==> src/tia_pkg.sv <==
`default_nettype none
package tia_pkg;

	// Fixed field widths of the stream payload.
	localparam int VAL_W  = 64;
	localparam int ERR_W  = 2;
	localparam int KIND_W = 3;

	localparam int S_TDATA_W = 136;
	localparam int S_TUSER_W = 5;
	localparam int M_TDATA_W = 72;
	localparam int M_TUSER_W = 1;

	// Operator codes.
	localparam logic [KIND_W-1:0] KIND_ADD = 3'd0;
	localparam logic [KIND_W-1:0] KIND_SUB = 3'd1;
	localparam logic [KIND_W-1:0] KIND_MUL = 3'd2;
	localparam logic [KIND_W-1:0] KIND_DIV = 3'd3;
	localparam logic [KIND_W-1:0] KIND_MOD = 3'd4;
	localparam logic [KIND_W-1:0] KIND_POW = 3'd5;

	// Error codes.
	localparam logic [ERR_W-1:0] ERR_DIV_ZERO = 2'd0;
	localparam logic [ERR_W-1:0] ERR_BAD_OP   = 2'd1;

	typedef enum logic [2:0] {
		ST_IDLE,
		ST_DISPATCH,
		ST_MUL,
		ST_DIV,
		ST_POW,
		ST_POW_WAIT,
		ST_FINISH
	} state_t;

	// How the captured operation is completed.
	typedef enum logic [1:0] {
		CLS_IMM,
		CLS_MUL,
		CLS_DIV,
		CLS_POW
	} cls_t;

	typedef struct packed {
		logic load;
		logic mul_start;
		logic div_start;
		logic pow_init;
		logic pow_start;
		logic pow_update;
		logic finish;
	} ctrl_cmd_t;

	typedef struct packed {
		cls_t cls;
		logic mul_done;
		logic div_done;
		logic exp_zero;
		logic out_free;
	} ctrl_stat_t;

endpackage
`default_nettype wire

==> src/tia_ctrl.sv <==
`default_nettype none
// Sequencer: takes one item, drives the arithmetic units, hands off the result.
module tia_ctrl import tia_pkg::*; (
	input  wire logic       clk,
	input  wire logic       arst_n,
	input  wire logic       s_tvalid,
	output logic            s_tready,
	input  wire ctrl_stat_t stat,
	output ctrl_cmd_t       cmd
);
	state_t state_q, state_d;

	always_ff @(posedge clk or negedge arst_n) begin
		if (!arst_n) begin
			state_q <= ST_IDLE;
		end else begin
			state_q <= state_d;
		end
	end

	always_comb begin
		state_d = state_q;
		case (state_q)
			ST_IDLE: begin
				if (s_tvalid) state_d = ST_DISPATCH;
			end
			ST_DISPATCH: begin
				case (stat.cls)
					CLS_MUL: state_d = ST_MUL;
					CLS_DIV: state_d = ST_DIV;
					CLS_POW: state_d = ST_POW;
					default: state_d = ST_FINISH;
				endcase
			end
			ST_MUL: begin
				if (stat.mul_done) state_d = ST_FINISH;
			end
			ST_DIV: begin
				if (stat.div_done) state_d = ST_FINISH;
			end
			ST_POW: begin
				state_d = stat.exp_zero ? ST_FINISH : ST_POW_WAIT;
			end
			ST_POW_WAIT: begin
				if (stat.mul_done) state_d = ST_POW;
			end
			ST_FINISH: begin
				if (stat.out_free) state_d = ST_IDLE;
			end
			default: state_d = ST_IDLE;
		endcase
	end

	always_comb begin
		cmd      = '0;
		s_tready = 1'b0;
		case (state_q)
			ST_IDLE: begin
				s_tready = 1'b1;
				cmd.load = s_tvalid;
			end
			ST_DISPATCH: begin
				cmd.mul_start = (stat.cls == CLS_MUL);
				cmd.div_start = (stat.cls == CLS_DIV);
				cmd.pow_init  = (stat.cls == CLS_POW);
			end
			ST_POW: begin
				cmd.pow_start = !stat.exp_zero;
			end
			ST_POW_WAIT: begin
				cmd.pow_update = stat.mul_done;
			end
			ST_FINISH: begin
				cmd.finish = stat.out_free;
			end
			default: begin
				cmd = '0;
			end
		endcase
	end

endmodule
`default_nettype wire

==> config.mk <==
export PLATFORM = sky130hd
export DESIGN_NAME = tia_ctrl
export DESIGN_NICKNAME = d
export VERILOG_FILES = /design/src/tia_pkg.sv /design/src/tia_ctrl.sv
export SDC_FILE = /design/constraint.sdc
export NUM_CORES = 1
export LEC_CHECK = 0
export ABC_AREA = 1
export BUFFER_PORTS_ARGS = -buffer_cell sky130_fd_sc_hd__buf_2
export CORE_AREA = 2 2 39 41
export CTS_BUF_LIST = sky130_fd_sc_hd__clkbuf_16
export DETAILED_ROUTE_END_ITERATION = 10
export DIE_AREA = 0 0 41 43
export PLACE_DENSITY_LB_ADDON = 0.2
export SETUP_SLACK_MARGIN = 0.4
export SYNTH_ARGS = -nofsm -noshare
export SYNTH_HDL_FRONTEND = slang
export SYNTH_SLANG_ARGS = --single-unit
==> constraint.sdc <==
create_clock -name clk -period 3.9 [get_ports clk]
set_clock_uncertainty 0.2 [all_clocks]
set_input_delay 0 -clock clk [delete_from_list [all_inputs] [get_ports clk]]
set_output_delay 0 -clock clk [all_outputs]
set_load 0.02 [all_outputs]
### Word-level counts from Yosys, hierarchy flattened

Cells that the tools add are included.

| word-level totals | value |
|---|---|
| register bits after elaboration | 3 |
| input bits | 9 |
| output and inout bits | 8 |
| word-level logic and storage cells | 32 |

| cells by class | value |
|---|---|
| equality and inequality tests | 14 |
| muxes and demuxes | 14 |
| reductions and logical operators | 3 |

Operator list:

| cell | count |
|---|---|
| $pmux 3 s7 | 1 |
| $mux 3 | 6 |
| $ne 2x2->1 const B | 5 |
| $eq 3x3->1 const B | 3 |
| $pmux 3 s3 | 1 |
| $eq 3x2->1 const B | 2 |
| $mux 1 | 5 |
| $reduce_and 5->1 | 1 |
| $eq 2x2->1 const B | 2 |
| $eq 3x1->1 const B | 1 |
| $logic_not 3->1 | 1 |
| $eq 2x1->1 const B | 1 |
| $mux 2 | 1 |
| $logic_not 1->1 | 1 |

### Longest topological paths before layout

| logic depth | value |
|---|---|
| depth after elaboration | 3 |
| mapped depth | 8 |
| depth with buffers taken out | 7 |

### Worst setup path after synthesis

Ideal clock, no wire load.

| path | value |
|---|---|
| path type | register to register |
| start | register state_q[0] |
| end | register state_q[2] |
| library setup time | 0.117 ns |
| arrival time | 1.059 ns |
| data required time | 3.583 ns |
| path slack | 2.524 ns |
| cell stages (with the launch flop) | 8 |
| buffers on the path | 1 |
| period minus slack after synthesis | 1.376 ns |
| cells stage by stage | dfrtp_1 -> buf_6 -> clkinv_2 -> nand3_2 -> inv_1 -> nand2_2 -> nand4_1 -> nand2_1 |

| between the ends | value |
|---|---|
| cells in the longest elaborated chain, start to end | 3 |
| elaborated cells on any way between the ends | 14 |
| classes of those cells | eq/ne (11); mux (1); reduce/logical (2) |

RTL lines:

| item | line | text |
|---|---|---|
| start: declaration | tia_ctrl.sv:11 | `state_t state_q, state_d;` |
| start signal: assignment | tia_ctrl.sv:17 | `state_q <= state_d;` |
| $eq 3x2->1 (tied with other cells) | tia_ctrl.sv:23 | `case (state_q)` |
| $ne 2x2->1 (no source line) | -- |  |
| $reduce_and 5->1 (no source line) | -- |  |

Parallel ways exist; a longest one is shown, timed or not.
A chain may end at the register's enable or synchronous reset.

==> results by group <==
Setup path
  • Crit Reg-Reg Startpoint: state_q[0]
  • Endpoint of the worst register-to-register path: state_q[0]
  • Reg2reg path depth: 7
  • Kind of critical path: flip-flop to output port
  • Worst setup SP type: flip-flop
  • CP Data Required Time: about 3.7 ns
  • Worst Setup End Kind: output port
  • Arrival time at the worst endpoint: ~1.3 ns
  • CP max FO: 6
  • Reg2reg setup slack: 2.37 ns

Floorplanning
  • Row cnt: 14
  • IO Pins: 17
  • Core Area: 0.00138 mm^2
  • Die H: 43 um
  • Initial core utilization: 0.299
  • Die ar.: approximately 0.0018 mm^2
  • Die span in x: 41 um

Clocking
  • H-tree depth: 1
  • CTS Sinks: 3
  • Clk Latency, worst-skew pair: roughly 0.22 ns
  • CTS max path bufs: 2
  • Root buffer cell: clkbuf_16
  • CTS tree: yes
  • Total CTS buffers: 3
  • Clk slew on worst S/H paths: 0.03 ns
  • PostCTS Resize Cnt: 0

STA
  • Slew headroom: 0.759
  • Final setup viols: 0
  • Hold slack: 0.0155 ns
  • Hold Fails Final Rpt: 0
  • Max frequency: 0.648 GHz
  • Final setup TNS: 0 ns
  • Worst-Margin Slew: 0.361 ns
  • Final Critical Period: 1.54 ns
  • Period Utilization, post-route: 0.396
  • Final Max Slew Viols: 0
  • RSZ-0062 raised after global routing: false

Run status
  • Run status: complete, no violations

Min path
  • Worst hold start: stat[3]
  • Tightest Hold Check Type: primary input to flip-flop
  • Worst hold path stage count: 5
  • Hold Path End: state_q[2]

Finish
  • Filler cells: 146
  • Final nets: approximately 110
  • Max reg flops: 3
  • Diode count: 0
  • Area grow syn2layout: 50.2%
  • Layout cells sized above 1: 0.295
  • Largest registers: state_q (3)
  • Largest Register: state_q

Route
  • Final ANT Viol Nets: 0
  • Final wirelength: 937 um
  • Via count of the routed design: slightly below 500
  • Residual DRC count: 0
  • WL per Instance: 8.44 um
  • TritonRoute pass-1 iters: 4
  • Vias per cell: 4.34
  • Initial DRC Count: 8

Synthesis
  • Post-Syn Instances: 72
  • Netlist cell types: 15
  • Avg Inst Size Synth: 5.75 um^2
  • FF+latch count, synth: 3
  • Post-synthesis sequential area ratio: 0.181
  • Syn. warnings: 0
  • Post-synthesis cell area: 414 um^2
  • Syn_nets: 84

Global routing
  • Vias in the first global route: between 400 and 500
  • Antenna violations before repair: 0
  • Total GRT Usage: 0.132
  • Largest net degree at the start of global routing: 11
  • First-pass GRT wire length: between 1500 and 2000 um
  • Grt total ovfl: 0

Pwr
  • Peak supply drop: 294 uV
  • Leakage power: 0.393 nW
  • Pwr dens: 744 mW/mm^2
  • Power Total: 0.000463 W

Placed design
  • Gp weighted congestion: roughly 0.8
  • Post-DP HPWL: 702 um
  • I/O Buffers: 16

Job
  • Max-cap violations: 0
Yosys cell counts:
master / count / area (um^2)
clkinv_2: 1 / 5.00
nor2_2: 2 / 12.5
nand4_1: 2 / 12.5
ha_1: 3 / 37.5
nor2_1: 11 / 41.3
nor3_1: 1 / 5.00
nand3_1: 10 / 50.1
nand2_2: 1 / 6.26
nand2_1: 19 / 71.3
buf_6: 1 / 11.3
inv_2: 2 / 7.51
inv_1: 13 / 48.8
nand3_2: 2 / 20.0
dfrtp_1: 3 / 75.1
nor3_2: 1 / 10.0
how the worst max path moves through the flow:
stage	slack [ns]	startpoint	endpoint	cells after the start
floorplan	2.52	state_q[0]	state_q[2]	7
global placement	2.40	state_q[0]	state_q[0]	7
detailed placement	2.38	state_q[0]	state_q[0]	7
CTS	2.35	state_q[1]	cmd[3]	6
global route	2.23	state_q[1]	cmd[3]	6
finish	2.36	state_q[1]	cmd[3]	6
metal layers:
layer / global-route usage / up-vias / part of all wire
met2: 0.181 / 20 / 0.43
met1: 0.177 / 190 / 0.47
met5: 0 / - / 0
li1: - / 268 / -
met4: 0.100 / 0 / 0.029
met3: 0.0157 / 4 / 0.069
worst max-delay path: stages (launching register included):
cell,delay (ns)
dfrtp_1,0.45
inv_2,0.14
nand2_1,0.06
nor2_1,0.16
inv_1,0.07
nor2_1,0.08
buf_2,0.16
power breakdown:
part	total (W)	switching, W	internal [W]
sequential	0.0000847	0.0000372	0.0000475
combinational	0.000218	0.000138	0.0000792
clock	0.000160	0.0000280	0.000132
total	0.000463	0.000204	0.000259
cells in the final DEF (no fill, tap or decap):
master          n
ha_1            3
clkinv_2        1
nand3_2         2
nor2_1         11
dlygate4sd3_1   4
nor3_2          1
nand2_1        19
clkbuf_16       3
nand3_1        10
dfrtp_1         3
inv_1          14
nand4_1         2
inv_2           2
buf_2          16
nand2_2         1
nor2_2          2
nor3_1          1
layout make-up:
type | instances | area (um^2) | area share
clock inverters | 1 | 3.75 | 0.00604
multi-input cells | 52 | 267 | 0.429
clock buffers | 3 | 75.1 | 0.121
flip-flops and latches | 3 | 75.1 | 0.121
repair buffers | 20 | 120 | 0.193
inverters | 16 | 61.3 | 0.0986
well taps | 16 | 20.0 | 0.0322
stage by stage:
stage               worst slack, ns   util  std cells  cell area, um^2
floorplan                      2.52      -         72              414
global placement               2.40  0.363        103              503
detailed placement             2.38  0.363        103              503
CTS                            2.35  0.449        111              622
global route                   2.23  0.449        111              622
finish                         2.36  0.449        111              622
logic make-up (layout without fill, tap and decap cells):
group | after synthesis | count (layout) | share of synthesized area
fa+ha+maj | 3 | 3 | 0.0906
buf+inv | 17 | 40 | 0.175
flops | 3 | 3 | 0.181
simple gates | 49 | 49 | 0.553
timing repair:
item | CTS | global route
hold buffers | 4 | 0
endpoints found under the hold margin | 6 | 0
setup buffers | 0 | 0
Note: power is estimated with default switching activity, not from simulation.
